--- src/rtl/tass_pkg.sv ---
// Shared types, constants and byte helpers of the substring search block.
// No dependencies; used by every other file of the block but the byte interface and the assertion header.
package tass_pkg;

	// Result field width and pattern storage
	localparam int FIELD_W     = 48;
	localparam int PAT_SLOTS   = 32;
	localparam int PAT_WORDS   = 4;
	localparam int LEN_W       = 6;
	localparam int SLOT_IDX_W  = 5;
	localparam int QUEUE_DEPTH = 4;

	// Register port
	localparam int CFG_ADDR_W = 6;
	localparam int CFG_DATA_W = 64;

	localparam logic [2:0] REG_PAT_0_7     = 3'd0;
	localparam logic [2:0] REG_PAT_8_15    = 3'd1;
	localparam logic [2:0] REG_PAT_16_23   = 3'd2;
	localparam logic [2:0] REG_PAT_24_31   = 3'd3;
	localparam logic [2:0] REG_PAT_LEN     = 3'd4;
	localparam logic [2:0] REG_IGNORE_CASE = 3'd5;
	localparam logic [2:0] REG_WHOLE_TOKEN = 3'd6;

	// Character codes
	localparam logic [7:0] CHAR_CR      = 8'h0D;
	localparam logic [7:0] CHAR_LF      = 8'h0A;
	localparam logic [7:0] CHAR_USCORE  = 8'h5F;
	localparam logic [7:0] CHAR_UPPER_A = 8'h41;
	localparam logic [7:0] CHAR_UPPER_Z = 8'h5A;
	localparam logic [7:0] CHAR_LOWER_A = 8'h61;
	localparam logic [7:0] CHAR_LOWER_Z = 8'h7A;
	localparam logic [7:0] CHAR_DIGIT_0 = 8'h30;
	localparam logic [7:0] CHAR_DIGIT_9 = 8'h39;
	localparam logic [7:0] CASE_DELTA   = 8'h20;

	// Match setup derived from the registers: pattern right-aligned to the
	// newest byte, already case folded, with a mask of the slots in use
	typedef struct packed {
		logic [PAT_SLOTS-1:0][7:0] apat;
		logic [PAT_SLOTS-1:0]      care;
		logic [SLOT_IDX_W-1:0]     len_m1;
		logic [7:0]                pat0;
		logic                      ignore_case;
		logic                      whole_token;
	} tass_cfg_t;

	// One queue entry: a result, or a marker that only closes a file
	typedef struct packed {
		logic               mark;
		logic               run_end;
		logic               file_end;
		logic [FIELD_W-1:0] start;
		logic [FIELD_W-1:0] line;
	} tass_rec_t;

	// Up to two entries written per processed byte
	typedef struct packed {
		logic [1:0] count;
		tass_rec_t  rec0;
		tass_rec_t  rec1;
	} tass_push_t;

	function automatic logic [7:0] fold_case(input logic [7:0] c, input logic ic);
		logic upper;
		upper = (c >= CHAR_UPPER_A) && (c <= CHAR_UPPER_Z);
		return (ic && upper) ? c + CASE_DELTA : c;
	endfunction

	function automatic logic is_token(input logic [7:0] c);
		logic digit, upper, lower;
		digit = (c >= CHAR_DIGIT_0) && (c <= CHAR_DIGIT_9);
		upper = (c >= CHAR_UPPER_A) && (c <= CHAR_UPPER_Z);
		lower = (c >= CHAR_LOWER_A) && (c <= CHAR_LOWER_Z);
		return digit || upper || lower || (c == CHAR_USCORE);
	endfunction

endpackage

--- src/rtl/tass_byte_if.sv ---
// Input byte channel of the substring search block: valid/ready plus payload.
// No dependencies.
interface tass_byte_if;
	logic       valid;
	logic       ready;
	logic [7:0] data_byte;
	logic       end_of_file;

	modport source(output valid, data_byte, end_of_file, input ready);
	modport sink(input valid, data_byte, end_of_file, output ready);
endinterface

--- src/rtl/tass_match_if.sv ---
// Result channel of the substring search block: valid/ready plus payload.
// Depends on tass_pkg for the field width.
interface tass_match_if;
	logic                         valid;
	logic                         ready;
	logic [tass_pkg::FIELD_W-1:0] match_offset;
	logic [tass_pkg::FIELD_W-1:0] line_number;
	logic [tass_pkg::FIELD_W-1:0] match_ordinal;
	logic                         run_end;

	modport source(output valid, match_offset, line_number, match_ordinal, run_end,
		input ready);
	modport sink(input valid, match_offset, line_number, match_ordinal, run_end,
		output ready);
endinterface

--- src/rtl/tass_cfg.sv ---
// APB register file of the substring search block, plus the registered
// match setup (aligned, folded pattern) derived from it. Depends on tass_pkg.
module tass_cfg #(
	parameter int MAX_PATTERN = 32
) (
	input  logic                              clk,
	input  logic                              arst_n,
	input  logic                              psel,
	input  logic                              penable,
	input  logic                              pwrite,
	input  logic [tass_pkg::CFG_ADDR_W-1:0]   paddr,
	input  logic [tass_pkg::CFG_DATA_W-1:0]   pwdata,
	output logic [tass_pkg::CFG_DATA_W-1:0]   prdata,
	output logic                              pready,
	output tass_pkg::tass_cfg_t               cfg
);

	localparam int LW = tass_pkg::LEN_W;
	localparam int SW = tass_pkg::SLOT_IDX_W;
	localparam logic [LW-1:0] MAX_LEN = LW'(MAX_PATTERN);

	logic [tass_pkg::PAT_WORDS-1:0][tass_pkg::CFG_DATA_W-1:0] pat_q;
	logic [LW-1:0] len_q;
	logic          ic_q;
	logic          wt_q;
	tass_pkg::tass_cfg_t cfg_q;
	tass_pkg::tass_cfg_t cfg_next;

	logic       wr_en;
	logic [2:0] reg_idx;
	logic [tass_pkg::PAT_SLOTS-1:0][7:0] pat_b;
	logic [LW-1:0] len_eff;
	logic [SW-1:0] len_m1;

	assign pready  = 1'b1;
	assign wr_en   = psel && penable && pwrite;
	assign reg_idx = paddr[5:3];
	assign pat_b   = pat_q;

	// Register writes
	always_ff @(posedge clk or negedge arst_n) begin
		if (!arst_n) begin
			pat_q <= '0;
			len_q <= LW'(1);
			ic_q  <= 1'b0;
			wt_q  <= 1'b0;
		end else if (wr_en) begin
			case (reg_idx)
				tass_pkg::REG_PAT_0_7:     pat_q[0] <= pwdata;
				tass_pkg::REG_PAT_8_15:    pat_q[1] <= pwdata;
				tass_pkg::REG_PAT_16_23:   pat_q[2] <= pwdata;
				tass_pkg::REG_PAT_24_31:   pat_q[3] <= pwdata;
				tass_pkg::REG_PAT_LEN:     len_q <= pwdata[LW-1:0];
				tass_pkg::REG_IGNORE_CASE: ic_q <= pwdata[0];
				tass_pkg::REG_WHOLE_TOKEN: wt_q <= pwdata[0];
				default: ;
			endcase
		end
	end

	// Register reads
	always_comb begin
		prdata = '0;
		case (reg_idx)
			tass_pkg::REG_PAT_0_7:     prdata = pat_q[0];
			tass_pkg::REG_PAT_8_15:    prdata = pat_q[1];
			tass_pkg::REG_PAT_16_23:   prdata = pat_q[2];
			tass_pkg::REG_PAT_24_31:   prdata = pat_q[3];
			tass_pkg::REG_PAT_LEN:     prdata = tass_pkg::CFG_DATA_W'(len_q);
			tass_pkg::REG_IGNORE_CASE: prdata = tass_pkg::CFG_DATA_W'(ic_q);
			tass_pkg::REG_WHOLE_TOKEN: prdata = tass_pkg::CFG_DATA_W'(wt_q);
			default:                   prdata = '0;
		endcase
	end

	// Length clamped to 1..MAX_PATTERN
	assign len_eff = (len_q == '0) ? LW'(1) : ((len_q > MAX_LEN) ? MAX_LEN : len_q);
	assign len_m1  = SW'(len_eff - LW'(1));

	// Slot j faces the byte j places back from the newest one
	always_comb begin
		cfg_next = '0;
		for (int j = 0; j < tass_pkg::PAT_SLOTS; j++) begin
			if (SW'(j) <= len_m1) begin
				cfg_next.apat[j] = tass_pkg::fold_case(pat_b[len_m1 - SW'(j)], ic_q);
				cfg_next.care[j] = 1'b1;
			end
		end
		cfg_next.len_m1      = len_m1;
		cfg_next.pat0        = tass_pkg::fold_case(pat_b[0], ic_q);
		cfg_next.ignore_case = ic_q;
		cfg_next.whole_token = wt_q;
	end

	always_ff @(posedge clk or negedge arst_n) begin
		if (!arst_n) begin
			cfg_q <= '0;
		end else begin
			cfg_q <= cfg_next;
		end
	end

	assign cfg = cfg_q;

endmodule

--- src/rtl/tass_fifo.sv ---
// Short result queue between matcher and output stage: two writes, one read
// per cycle, flop storage. Depends on tass_pkg.
module tass_fifo #(
	parameter int DEPTH = 4
) (
	input  logic                 clk,
	input  logic                 arst_n,
	input  tass_pkg::tass_push_t push,
	output logic                 room2,
	output logic                 head_valid,
	output tass_pkg::tass_rec_t  head,
	input  logic                 pop
);

	localparam int PW = (DEPTH > 1) ? $clog2(DEPTH) : 1;
	localparam int CW = $clog2(DEPTH + 1);

	tass_pkg::tass_rec_t mem_q [DEPTH];
	logic [PW-1:0] rp_q;
	logic [PW-1:0] wp_q;
	logic [CW-1:0] cnt_q;
	logic [PW-1:0] wp_1;
	logic [PW-1:0] wp_2;

	function automatic logic [PW-1:0] ptr_inc(input logic [PW-1:0] ptr);
		return (ptr == PW'(DEPTH - 1)) ? '0 : ptr + PW'(1);
	endfunction

	assign wp_1       = ptr_inc(wp_q);
	assign wp_2       = ptr_inc(wp_1);
	assign head       = mem_q[rp_q];
	assign head_valid = (cnt_q != '0);
	assign room2      = (cnt_q <= CW'(DEPTH - 2));

	// Entry storage
	always_ff @(posedge clk) begin
		if (push.count != 2'd0) begin
			mem_q[wp_q] <= push.rec0;
		end
		if (push.count == 2'd2) begin
			mem_q[wp_1] <= push.rec1;
		end
	end

	// Pointers and fill level
	always_ff @(posedge clk or negedge arst_n) begin
		if (!arst_n) begin
			rp_q  <= '0;
			wp_q  <= '0;
			cnt_q <= '0;
		end else begin
			if (push.count == 2'd2) begin
				wp_q <= wp_2;
			end else if (push.count == 2'd1) begin
				wp_q <= wp_1;
			end
			if (pop) begin
				rp_q <= ptr_inc(rp_q);
			end
			cnt_q <= cnt_q + CW'(push.count) - CW'(pop);
		end
	end

endmodule

--- src/rtl/tass_front.sv ---
// Front of the substring search block: takes bytes, keeps the byte window,
// compares against the pattern, counts lines and writes results to the queue.
// Depends on tass_pkg and tass_byte_if.
module tass_front #(
	parameter int MAX_PATTERN = 32,
	parameter int OFFSET_BITS = 48
) (
	input  logic                 clk,
	input  logic                 arst_n,
	tass_byte_if.sink            byte_stream,
	input  tass_pkg::tass_cfg_t  cfg,
	input  logic                 room2,
	output tass_pkg::tass_push_t push
);

	localparam int FW = tass_pkg::FIELD_W;
	localparam logic [OFFSET_BITS-1:0] POS_MAX   = '1;
	localparam logic [FW-1:0]          COUNT_MAX = '1;
	localparam int SW = tass_pkg::SLOT_IDX_W;

	// Input register
	logic       valid_s1;
	logic [7:0] byte_s1;
	logic       eof_s1;
	logic       go;

	// Search state
	logic [MAX_PATTERN-1:0][7:0] win_q;
	logic [OFFSET_BITS-1:0] pos_q;
	logic [OFFSET_BITS-1:0] blk_q;
	logic [FW-1:0]          cr_q;
	logic [FW-1:0]          lf_q;
	logic                   pend_q;
	logic [OFFSET_BITS-1:0] pstart_q;
	logic [FW-1:0]          pline_q;

	logic [MAX_PATTERN:0][7:0] cur;
	logic [7:0] cur_last;
	logic [7:0] prev_byte;
	logic       hit;
	logic [OFFSET_BITS-1:0] lm1;
	logic [OFFSET_BITS-1:0] start_pos;
	logic [OFFSET_BITS-1:0] pos_next;
	logic       window_open;
	logic       past_len;
	logic [FW-1:0] cur_line;
	logic       emit0;
	logic       keep;
	logic       hit_ok;
	logic       new_hit;
	logic       emit1;
	logic       count_line;
	logic       cr_inc;
	logic       lf_inc;
	tass_pkg::tass_rec_t rec_pend;
	tass_pkg::tass_rec_t rec_now;
	tass_pkg::tass_rec_t rec_mark;

	// Handshake: a byte moves on when two queue slots are free
	assign go                = valid_s1 && room2;
	assign byte_stream.ready = !valid_s1 || go;

	always_ff @(posedge clk or negedge arst_n) begin
		if (!arst_n) begin
			valid_s1 <= 1'b0;
		end else if (byte_stream.ready) begin
			valid_s1 <= byte_stream.valid;
		end
	end

	always_ff @(posedge clk) begin
		if (byte_stream.valid && byte_stream.ready) begin
			byte_s1 <= byte_stream.data_byte;
			eof_s1  <= byte_stream.end_of_file;
		end
	end

	// Window view with the current byte at place 0
	always_comb begin
		cur[0] = byte_s1;
		for (int k = 1; k <= MAX_PATTERN; k++) begin
			cur[k] = win_q[k-1];
		end
	end

	// Parallel compare against the aligned pattern
	always_comb begin
		hit = 1'b1;
		for (int j = 0; j < MAX_PATTERN; j++) begin
			if (cfg.care[j] &&
				(tass_pkg::fold_case(cur[j], cfg.ignore_case) != cfg.apat[j])) begin
				hit = 1'b0;
			end
		end
	end

	// Oldest byte of the candidate and the byte before it
	always_comb begin
		cur_last  = '0;
		prev_byte = '0;
		for (int j = 0; j < MAX_PATTERN; j++) begin
			if (SW'(j) == cfg.len_m1) begin
				cur_last  = cur[j];
				prev_byte = cur[j+1];
			end
		end
	end

	// Position checks
	assign lm1         = OFFSET_BITS'(cfg.len_m1);
	assign start_pos   = pos_q - lm1;
	assign window_open = (pos_q >= lm1) && (start_pos >= blk_q);
	assign past_len    = (pos_q > lm1);
	assign pos_next    = (pos_q == POS_MAX) ? pos_q : pos_q + OFFSET_BITS'(1);
	assign cur_line    = (cr_q > lf_q) ? cr_q : lf_q;

	// Occurrence decisions
	assign emit0   = pend_q && !(cfg.whole_token && tass_pkg::is_token(byte_s1));
	assign keep    = !(cfg.whole_token && past_len && tass_pkg::is_token(prev_byte));
	assign hit_ok  = window_open && hit;
	assign new_hit = hit_ok && keep;
	assign emit1   = new_hit && eof_s1;

	// Line counting of the settled byte
	assign count_line = window_open && !hit &&
		(tass_pkg::fold_case(cur_last, cfg.ignore_case) != cfg.pat0);
	assign cr_inc = count_line && (cur_last == tass_pkg::CHAR_CR);
	assign lf_inc = count_line && (cur_last == tass_pkg::CHAR_LF);

	// Queue entries
	always_comb begin
		rec_pend          = '0;
		rec_pend.run_end  = !emit1;
		rec_pend.file_end = eof_s1 && !emit1;
		rec_pend.start    = FW'(pstart_q);
		rec_pend.line     = pline_q;

		rec_now          = '0;
		rec_now.run_end  = 1'b1;
		rec_now.file_end = eof_s1;
		rec_now.start    = FW'(start_pos);
		rec_now.line     = cur_line;

		rec_mark          = '0;
		rec_mark.mark     = 1'b1;
		rec_mark.file_end = 1'b1;
	end

	always_comb begin
		push = '0;
		if (go) begin
			if (emit0) begin
				push.rec0 = rec_pend;
				if (emit1) begin
					push.rec1  = rec_now;
					push.count = 2'd2;
				end else begin
					push.count = 2'd1;
				end
			end else if (emit1) begin
				push.rec0  = rec_now;
				push.count = 2'd1;
			end else if (eof_s1) begin
				push.rec0  = rec_mark;
				push.count = 2'd1;
			end
		end
	end

	// Window shift
	always_ff @(posedge clk) begin
		if (go) begin
			win_q[0] <= byte_s1;
			for (int k = 1; k < MAX_PATTERN; k++) begin
				win_q[k] <= win_q[k-1];
			end
		end
	end

	// Pending occurrence payload
	always_ff @(posedge clk) begin
		if (go && new_hit && !eof_s1) begin
			pstart_q <= start_pos;
			pline_q  <= cur_line;
		end
	end

	// Counters and flags; all return to reset values after the last byte
	always_ff @(posedge clk or negedge arst_n) begin
		if (!arst_n) begin
			pos_q  <= '0;
			blk_q  <= '0;
			cr_q   <= FW'(1);
			lf_q   <= FW'(1);
			pend_q <= 1'b0;
		end else if (go) begin
			if (eof_s1) begin
				pos_q  <= '0;
				blk_q  <= '0;
				cr_q   <= FW'(1);
				lf_q   <= FW'(1);
				pend_q <= 1'b0;
			end else begin
				pos_q  <= pos_next;
				pend_q <= new_hit;
				if (hit_ok) begin
					blk_q <= pos_next;
				end
				if (cr_inc && (cr_q != COUNT_MAX)) begin
					cr_q <= cr_q + FW'(1);
				end
				if (lf_inc && (lf_q != COUNT_MAX)) begin
					lf_q <= lf_q + FW'(1);
				end
			end
		end
	end

endmodule

--- src/rtl/tass_back.sv ---
// Back of the substring search block: drains the result queue, numbers the
// occurrences of each file and holds the output register. Depends on tass_pkg
// and tass_match_if.
module tass_back (
	input  logic                clk,
	input  logic                arst_n,
	input  tass_pkg::tass_rec_t head,
	input  logic                head_valid,
	output logic                pop,
	tass_match_if.source        results
);

	localparam int FW = tass_pkg::FIELD_W;
	localparam logic [FW-1:0] COUNT_MAX = '1;

	logic          out_valid_q;
	logic [FW-1:0] offset_q;
	logic [FW-1:0] line_q;
	logic [FW-1:0] ordinal_q;
	logic          run_end_q;
	logic [FW-1:0] ord_q;
	logic [FW-1:0] ord_inc;
	logic          load;

	// Markers are consumed at once; results wait for a free output register
	assign load    = head_valid && !head.mark && (!out_valid_q || results.ready);
	assign pop     = head_valid && (head.mark || !out_valid_q || results.ready);
	assign ord_inc = (ord_q == COUNT_MAX) ? ord_q : ord_q + FW'(1);

	always_ff @(posedge clk or negedge arst_n) begin
		if (!arst_n) begin
			out_valid_q <= 1'b0;
			ord_q       <= '0;
		end else begin
			if (load) begin
				out_valid_q <= 1'b1;
			end else if (results.ready) begin
				out_valid_q <= 1'b0;
			end
			if (pop) begin
				if (head.mark || head.file_end) begin
					ord_q <= '0;
				end else begin
					ord_q <= ord_inc;
				end
			end
		end
	end

	// Output payload
	always_ff @(posedge clk) begin
		if (load) begin
			offset_q  <= head.start;
			line_q    <= head.line;
			ordinal_q <= ord_inc;
			run_end_q <= head.run_end;
		end
	end

	assign results.valid         = out_valid_q;
	assign results.match_offset  = offset_q;
	assign results.line_number   = line_q;
	assign results.match_ordinal = ordinal_q;
	assign results.run_end       = run_end_q;

endmodule

--- src/rtl/token_aware_substring_search.sv ---
// Path: the byte that releases a result, i.e. the byte after the occurrence or the
// last byte, enters the input register; its result then passes the result queue and the output register.
// Throughput: one byte per cycle while the result queue can take two entries;
// two results of a byte that closes a file are absorbed by the 4-entry result queue.
// Reset: asynchronous, clears counters, flags and queue at once; pattern
// registers read zero and length one; no clearing pass.
module token_aware_substring_search #(
	parameter int MAX_PATTERN = 32,
	parameter int OFFSET_BITS = 48
) (
	input  logic                            clk,
	input  logic                            arst_n,
	input  logic                            psel,
	input  logic                            penable,
	input  logic                            pwrite,
	input  logic [tass_pkg::CFG_ADDR_W-1:0] paddr,
	input  logic [tass_pkg::CFG_DATA_W-1:0] pwdata,
	output logic [tass_pkg::CFG_DATA_W-1:0] prdata,
	output logic                            pready,
	tass_byte_if.sink                       byte_stream,
	tass_match_if.source                    results
);

	tass_pkg::tass_cfg_t  cfg;
	tass_pkg::tass_push_t push;
	tass_pkg::tass_rec_t  head;
	logic                 room2;
	logic                 head_valid;
	logic                 pop;

	// Registers and derived match setup
	tass_cfg #(
		.MAX_PATTERN(MAX_PATTERN)
	) u_cfg (
		.clk    (clk),
		.arst_n (arst_n),
		.psel   (psel),
		.penable(penable),
		.pwrite (pwrite),
		.paddr  (paddr),
		.pwdata (pwdata),
		.prdata (prdata),
		.pready (pready),
		.cfg    (cfg)
	);

	// Byte intake and matching
	tass_front #(
		.MAX_PATTERN(MAX_PATTERN),
		.OFFSET_BITS(OFFSET_BITS)
	) u_front (
		.clk        (clk),
		.arst_n     (arst_n),
		.byte_stream(byte_stream),
		.cfg        (cfg),
		.room2      (room2),
		.push       (push)
	);

	// Result queue
	tass_fifo #(
		.DEPTH(tass_pkg::QUEUE_DEPTH)
	) u_fifo (
		.clk       (clk),
		.arst_n    (arst_n),
		.push      (push),
		.room2     (room2),
		.head_valid(head_valid),
		.head      (head),
		.pop       (pop)
	);

	// Numbering and output register
	tass_back u_back (
		.clk       (clk),
		.arst_n    (arst_n),
		.head      (head),
		.head_valid(head_valid),
		.pop       (pop),
		.results   (results)
	);

endmodule

--- src/flat_wrapper.sv ---
// flat-port wrapper written by rule: the top's interface ports become plain ports
module token_aware_substring_search_flat 
#(
	parameter int MAX_PATTERN = 32,
	parameter int OFFSET_BITS = 48
)
  (clk, arst_n, psel, penable, pwrite, paddr, pwdata, prdata, pready, byte_stream_valid, byte_stream_data_byte, byte_stream_end_of_file, byte_stream_ready, results_valid, results_match_offset, results_line_number, results_match_ordinal, results_run_end, results_ready);
  tass_byte_if byte_stream_i ();
  tass_match_if results_i ();
  input  logic clk;
  input  logic arst_n;
  input  logic psel;
  input  logic penable;
  input  logic pwrite;
  input  logic [tass_pkg::CFG_ADDR_W-1:0] paddr;
  input  logic [tass_pkg::CFG_DATA_W-1:0] pwdata;
  output logic [tass_pkg::CFG_DATA_W-1:0] prdata;
  output logic pready;
  input wire logic [$bits(byte_stream_i.valid)-1:0] byte_stream_valid;
  input wire logic [$bits(byte_stream_i.data_byte)-1:0] byte_stream_data_byte;
  input wire logic [$bits(byte_stream_i.end_of_file)-1:0] byte_stream_end_of_file;
  output wire logic [$bits(byte_stream_i.ready)-1:0] byte_stream_ready;
  output wire logic [$bits(results_i.valid)-1:0] results_valid;
  output wire logic [$bits(results_i.match_offset)-1:0] results_match_offset;
  output wire logic [$bits(results_i.line_number)-1:0] results_line_number;
  output wire logic [$bits(results_i.match_ordinal)-1:0] results_match_ordinal;
  output wire logic [$bits(results_i.run_end)-1:0] results_run_end;
  input wire logic [$bits(results_i.ready)-1:0] results_ready;
  assign byte_stream_i.valid = byte_stream_valid;
  assign byte_stream_i.data_byte = byte_stream_data_byte;
  assign byte_stream_i.end_of_file = byte_stream_end_of_file;
  assign byte_stream_ready = byte_stream_i.ready;
  assign results_valid = results_i.valid;
  assign results_match_offset = results_i.match_offset;
  assign results_line_number = results_i.line_number;
  assign results_match_ordinal = results_i.match_ordinal;
  assign results_run_end = results_i.run_end;
  assign results_i.ready = results_ready;
  token_aware_substring_search #(.MAX_PATTERN(MAX_PATTERN), .OFFSET_BITS(OFFSET_BITS)) u_core (.clk(clk), .arst_n(arst_n), .psel(psel), .penable(penable), .pwrite(pwrite), .paddr(paddr), .pwdata(pwdata), .prdata(prdata), .pready(pready), .byte_stream(byte_stream_i), .results(results_i));
endmodule
--- config.mk ---
export PLATFORM = sky130hd
export DESIGN_NAME = token_aware_substring_search_flat
export DESIGN_NICKNAME = d
export VERILOG_FILES = /design/src/rtl/tass_pkg.sv /design/src/rtl/tass_byte_if.sv /design/src/rtl/tass_match_if.sv /design/src/rtl/tass_cfg.sv /design/src/rtl/tass_fifo.sv /design/src/rtl/tass_front.sv /design/src/rtl/tass_back.sv /design/src/rtl/token_aware_substring_search.sv /design/src/flat_wrapper.sv
export SDC_FILE = /design/constraint.sdc
export NUM_CORES = 2
export LEC_CHECK = 0
export ABC_AREA = 1
export BUFFER_PORTS_ARGS = -buffer_cell sky130_fd_sc_hd__buf_4
export CAP_MARGIN = 20
export CORE_ASPECT_RATIO = 0.6
export CORE_MARGIN = 4
export CORE_UTILIZATION = 30
export CTS_BUF_LIST = sky130_fd_sc_hd__clkbuf_16
export DETAILED_ROUTE_END_ITERATION = 8
export SLEW_MARGIN = 20
export SYNTH_ARGS = -nofsm -noshare
export SYNTH_HDL_FRONTEND = slang
export SYNTH_SLANG_ARGS = --single-unit
--- constraint.sdc ---
create_clock -name clk -period 19.9 [get_ports clk]
set_input_delay 3.98 -clock clk [delete_from_list [all_inputs] [get_ports clk]]
set_output_delay 3.98 -clock clk [all_outputs]
set_load 0.05 [all_outputs]
* Word level (Yosys, flattened, before mapping)
Memory sizes are Yosys's and may differ from the RTL's. Index checks and enable logic that the tools add are counted. W data, S select, Z words.
Storage, ports and cells: register bits 1323, RAM bits 396, input bits 86, output and inout port bits 212, logic and storage cells 1054, memories kept 1
Memories:
- u_core.u_fifo.mem_q | depth 4, bits a word 99, rd ports 1, clocked after Yosys merged registers in 0, wr ports 2, RTL line tass_fifo.sv:18 | tass_pkg::tass_rec_t mem_q [DEPTH];
Operators by class: add/subtract/negate cells 108, order comparisons 212, equal/unequal tests 83, mux-type cells 323, reductions and logical operators 232
Operators with widths (number):
- $mux W8 | 194
- $bmux W8 S5 | 32
- $ge A8 B7 Y1 const B | 69
- $le A8 B7 Y1 const B | 69
- $add A8 B6 Y8 const B | 66
- $mux W48 | 11
- $pmux W64 S7 | 1
- $ne A8 B8 Y1 | 33
- $mux W100 | 2
- $mux W200 | 1
- $logic_and A1 B1 Y1 | 193
- $add A48 B1 Y48 const B | 4
- $lt A5 B6 Y1 const B | 32
- $mux W101 | 1
- $mux W99 | 1
- $mux W98 | 1
- $eq A48 B48 Y1 const B | 2
- $ne A48 B48 Y1 const B | 2
- $eq A5 B5 Y1 const A | 16
- $le A5 B5 Y1 const A | 16
- $sub A5 B5 Y5 const B | 16
- $mux W1 | 71
- $ge A48 B48 Y1 | 1
- $ge A48 B5 Y1 | 1
- 39 further kinds | 123

* Logic depth before layout (Yosys ltp)
depth after elaboration 49, gate-level depth with buffers 51, gate-level depth less buffers 48

* Modules after synthesis
From an unflattened synthesis, not the netlist that was laid out.
Second synthesis, totals: cell total of the unflattened synthesis 14576, area, all modules 107231.6 um2
By module, submodules not included:
- tass_front | instances 1, cells each 5437, area each 40106.0 um2, seq. area each 15697.6 um2
- tass_cfg | instances 1, cells each 6304, area each 39542.9 um2, seq. area each 14189.9 um2
- tass_fifo | instances 1, cells each 2098, area each 19648.8 um2, seq. area each 12066.6 um2
- tass_back | instances 1, cells each 737, area each 7933.9 um2, seq. area each 5580.4 um2

* Worst setup path before layout
No wires, ideal clock.
path kind reg-to-reg, start register u_core.u_cfg.cfg_q, in the netlist u_core.u_cfg.cfg[14], end register u_core.u_front.pline_q[0], enable pin, setup time 0.691 ns, data arrival time 12.084 ns, data required time 19.209 ns, path slack 7.125 ns, stages on the path, launching flop included 31, buffers on the path 4, period minus slack after synthesis 12.775 ns, cell sequence dfrtp_1 inv_2 buf_4 buf_6 buf_2 ha_1 a21oi_1 inv_1 a31oi_1 inv_1 nor3_1 nand2_1 inv_2 nand2_1 nor2_1 nand2_1 nor3_1 nand3_1 nor4_1 nand3_1 nor4_1 xor2_1 ha_1 nand4_1 o221a_2 nand2_1 nand2_1 nor2_1 clkbuf_1 nand2_1 nor3b_1
Between the ends: elaborated cells between the ends (all ways) 89, those cells by class add/sub: 1; order compare: 9; eq/ne: 32; mux: 32; reduce/logical: 15
RTL lines:
- start: declaration | RTL line tass_cfg.sv:26 | tass_pkg::tass_cfg_t cfg_q;
- start signal: assignment | RTL line tass_cfg.sv:99 | cfg_q <= cfg_next;
- $sub A48 B5 Y48 | RTL line tass_front.sv:111 | assign start_pos = pos_q - lm1;
- via u_core.u_front.start_pos[47] | RTL line tass_front.sv:42 | logic [OFFSET_BITS-1:0] start_pos;
- $ge A48 B48 Y1 | RTL line tass_front.sv:112 | assign window_open = (pos_q >= lm1) && (start_pos >= blk_q);
- $logic_and A1 B1 Y1 | RTL line tass_front.sv:112
- $logic_and A1 B1 Y1 | RTL line tass_front.sv:120 | assign hit_ok = window_open && hit;
- $logic_and A1 B1 Y1 | RTL line tass_front.sv:121 | assign new_hit = hit_ok && keep;
- $logic_and A1 B1 Y1 (2 in series) | RTL line tass_front.sv:182 | if (go && new_hit && !eof_s1) begin
- end signal: assignment | RTL line tass_front.sv:184 | pline_q <= cur_line;
- end: declaration | RTL line tass_front.sv:35 | logic [FW-1:0] pline_q;
The timed path passes the listed nets, and every way through them passes these cells. A chain may end at the register's enable or synchronous reset.

==> results.py <==
metrics = {
    "yosys": {
        "ys_seq_elements": 1719,
        "syn_area_um2": 106000,
        "synth_top_cell_area_share": 0.256,
        "synth_compound_area_frac": 0.164,
        "ys_types": 66,
        "ys_seq_area_frac": 0.450,
        "synth_area_per_cell_um2": 7.44,
        "synth-simple-area-share": 0.244,
        "synthTopCellsByArea": "edfxtp_1 (26%), dfrtp_1 (19%), nand2_1 (14%), o21ai_0 (10%), inv_1 (5.3%)",
        "synthFlopType": "edfxtp_1",
        "ys_warn_count": 0,
        "netlist_instances": 14200,
        "synth-xor-area-share": 0.0324,
        "synth_mux_area_frac": 0.000285,
        "synth-async-reset-ratio": 0.475,
        "synth_top_family_by_area": "simple AND/OR/NAND/NOR gates",
        "synth_fp_nets": 14500,
        "synth_edf_count": 898,
        "synth_top_cell_by_area": "edfxtp_1",
        "synth_fa_ha_area_frac": 0.0250,
    },
    "power": {
        "power.density_nw_per_um2": 193,
        "peakVddDrop_mv": 0.118,
        "p_total_mw": 23.0,
        "p_leak_nw": 47.0,
    },
    "die": {
        "rows": 168,
        "dieArea_um2": 362000,
        "die_h_um": 467,
        "pin_count": 298,
        "initial_utilization": 0.302,
        "core_area_um2": 350000,
        "die_w_um": 774,
    },
    "setup_path": {
        "cp_slowest_stage_delay_ps": 980,
        "cp_data_required_time_ps": 20450,
        "crit_path_start_kind": "flip-flop",
        "path_common_cell": "nand2_1",
        "path_class": "reg2reg",
        "critPathMaxFanout": 101,
        "crit_path_end_kind": "flip-flop",
        "slowest_stage": "clkinv_2",
        "worstPathArrival_ps": 12900,
    },
    "clock_network": {
        "clkSlewWorstSetupHoldPaths_ps": 70,
        "cts_tree": "built",
        "cts_setup_buffers": 0,
        "cts_buffers": 177,
        "htree_levels": 4,
        "clockBufferDepth": 4,
        "cts-root-buf": "clkbuf_16",
        "clkSinkCount": 1719,
        "cts_hold_buffers": 0,
        "clock_latency_ps": 910,
        "cts-resized-gates": 0,
    },
    "global_route": {
        "grtUsageTotal": 0.280,
        "grt_max_degree": 225,
        "grt_pass1_wl_um": 721000,
        "grt_overflow_total": 0,
        "grt_pass1_vias": 87900,
        "antenna_found_initial": 39,
    },
    "timing": {
        "fin_ws_ps": 7550,
        "fmax_mhz": 81.0,
        "maxSlewViolCount": 0,
        "finalSetupViolations": 0,
        "hold_viol": 0,
        "finalSetupTns_ps": 0,
        "period_needed_ps": 12350,
        "slew_headroom": 0.0243,
        "timing.final.crit_share": 0.621,
        "rsz0062_at_grt": "no",
        "finClkSkew_ps": 133,
        "worstMarginPinSlew_ps": 1450,
    },
    "route": {
        "vias_per_cell": 5.45,
        "route.detailed.drc": 0,
        "ant_nets": 0,
        "routedWlPerCell_um": 27.8,
        "vias": 104000,
        "drt_iter0_drc": 17100,
        "drt-pass1-iter-count": 9,
        "drt-total-wl_um": 528000,
    },
    "final_layout": {
        "num-nets-final": 14500,
        "final_layout_size_suffix_gt1_frac": 0.0728,
        "syn2layout_area_growth_pct": 12.9,
    },
    "hold_path": {
        "hold_class": "reg2reg",
    },
    "place": {
        "place_ws_ps": 8300,
        "dpl.hpwl_um": 406000,
        "gp_congestion": 1.06,
        "port_buffers": 293,
    },
    "job": {
        "max-cap-violations": 0,
    },
    "status": {
        "status": "finished clean",
    },
}
[area by class of cell]
cell class | count | area [um2]
fill | 37100 | 231000
multi-input combinational | 10200 | 49600
sequential | 1719 | 47500
tap | 4675 | 5850
inverter | 1551 | 5840
clock buffer | 182 | 4550
timing repair buffer | 581 | 4410
clock inverter | 136 | 1370
antenna | 21 | 52.6
[placed cells by master, fill, tap and decap left out, types with 13 or more instances in the layout]
cell and n:
a211oi_1 19, a21oi_1 302, buf_4 571, bufinv_16 26, clkbuf_16 182, clkinv_1 47, clkinv_2 30, clkinvlp_4 13
dfrtp_1 812, diode_2 21, edfxtp_1 898, ha_1 206, inv_1 1520, inv_2 33, nand2_1 3972, nand3_1 470
nand4_1 241, nor2_1 1088, nor2_4 14, nor3_1 248, nor4_1 108, o211ai_1 22, o21a_1 40, o21ai_0 2021
o21ai_1 561, o21ai_2 20, o21bai_1 15, o22ai_1 175, o311ai_0 19, o41ai_1 14, or2_2 50, xnor2_1 117
xor2_1 266
[path summary, 6_finish.rpt]
kind,start,endpoint,cells past startpoint,slack [ps]
setup / recovery,u_core.u_cfg.cfg[14],u_core.u_fifo.mem_q[3][31],40,7550
hold / removal,u_core.u_cfg.pat_b[2],u_core.u_cfg.cfg[4],0,410
setup reg to reg,u_core.u_cfg.cfg[14],u_core.u_fifo.mem_q[3][31],40,7550
hold reg to reg,u_core.u_cfg.pat_b[2],u_core.u_cfg.cfg[4],0,410
max in group asynchronous,arst_n,u_core.u_cfg.cfg[21],5,13110
min in group asynchronous,arst_n,u_core.u_cfg.pat_b[48],1,3130
[sequential cells by signal (all words and copies together) (netlist names), 2 cells and up]
register,count
u_core.u_cfg.cfg,303
u_core.u_back.results.match_offset,48
u_core.u_fifo.rp_q,2
u_core.u_back.ord_q,48
u_core.u_back.results.match_ordinal,48
u_core.u_back.results.line_number,48
u_core.u_front.byte_s1,8
u_core.u_fifo.cnt_q,3
u_core.u_front.pstart_q,48
u_core.u_front.cur,256
u_core.u_cfg.len_q,6
u_core.u_fifo.mem_q,396
u_core.u_front.pline_q,48
u_core.u_fifo.wp_q,2
u_core.u_front.blk_q,48
u_core.u_front.lf_q,48
u_core.u_front.pos_q,48
u_core.u_cfg.pat_b,256
u_core.u_front.cr_q,48
[logic make-up (layout without fill, tap and decap cells)]
logic type                 count (synthesis)  after routing
adders and majority gates                210            210
and+or+nand+nor                         6277           6277
muxes                                      3              3
xor gates and xnor gates                 390            390
DFF                                     1719           1719
buffers and inverters                   2307           2450
AOI/OAI and AO/OA                       3285           3285
other                                      1             22
[layer usage]
metal | track usage | up-vias | part of all wire
li1 | - | 47000 | -
met2 | 0.312 | 6506 | 0.33
met3 | 0.144 | 377 | 0.18
met5 | 0.00810 | - | 0.0010
met4 | 0.0324 | 24 | 0.012
met1 | 0.458 | 49800 | 0.48
[stage by stage]
step / util / std cells / hold WS (ps) / instance area [um2]
2_1_floorplan: - / 14200 / 352 / 106000
3_3_place_gp: 0.323 / 18700 / 386 / 113000
3_5_place_dp: 0.323 / 18700 / 393 / 113000
4_1_cts: 0.340 / 19000 / 407 / 119000
5_1_grt: 0.341 / 19000 / 429 / 119000
6_report: 0.341 / 19000 / 407 / 119000
[where the power goes]
part	total, mW	switching, mW	internal (mW)
Sequential	5.90	0.921	4.98
Clock	3.57	1.57	2.00
Combinational	13.5	10.6	2.87
Total	23.0	13.1	9.86
[cells in the mapped netlist, drive strengths merged, types with 8 or more instances]
library cell and n:
nand3 477, o21ai 2603, o41ai 18, o21bai 16, o22ai 175, o21a 40, o211ai 22, a211oi 19
inv 1528, o221ai 9, buf 187, edfxtp 898, dfrtp 814, nor4 108, or2 53, xnor2 117
nand3b 8, a31oi 12, a21oi 306, a221oi 8, nor3 252, xor2 273, nor2 1111, o311ai 19
clkbuf 569, nor3b 12, nand4 241, nand2 3996, clkinv 23, ha 208
[worst max-delay path, delay by kind of cell (launching register included)]
family | cells | cell delay, ps
buffers and inverters | 12 | 4120
and+or+nand+nor | 18 | 4210
DFF | 1 | 360
xor gates and xnor gates | 1 | 680
adders and majority gates | 4 | 1530
AOI/OAI and AO/OA | 5 | 850
(Power assumes the default switching activity.)
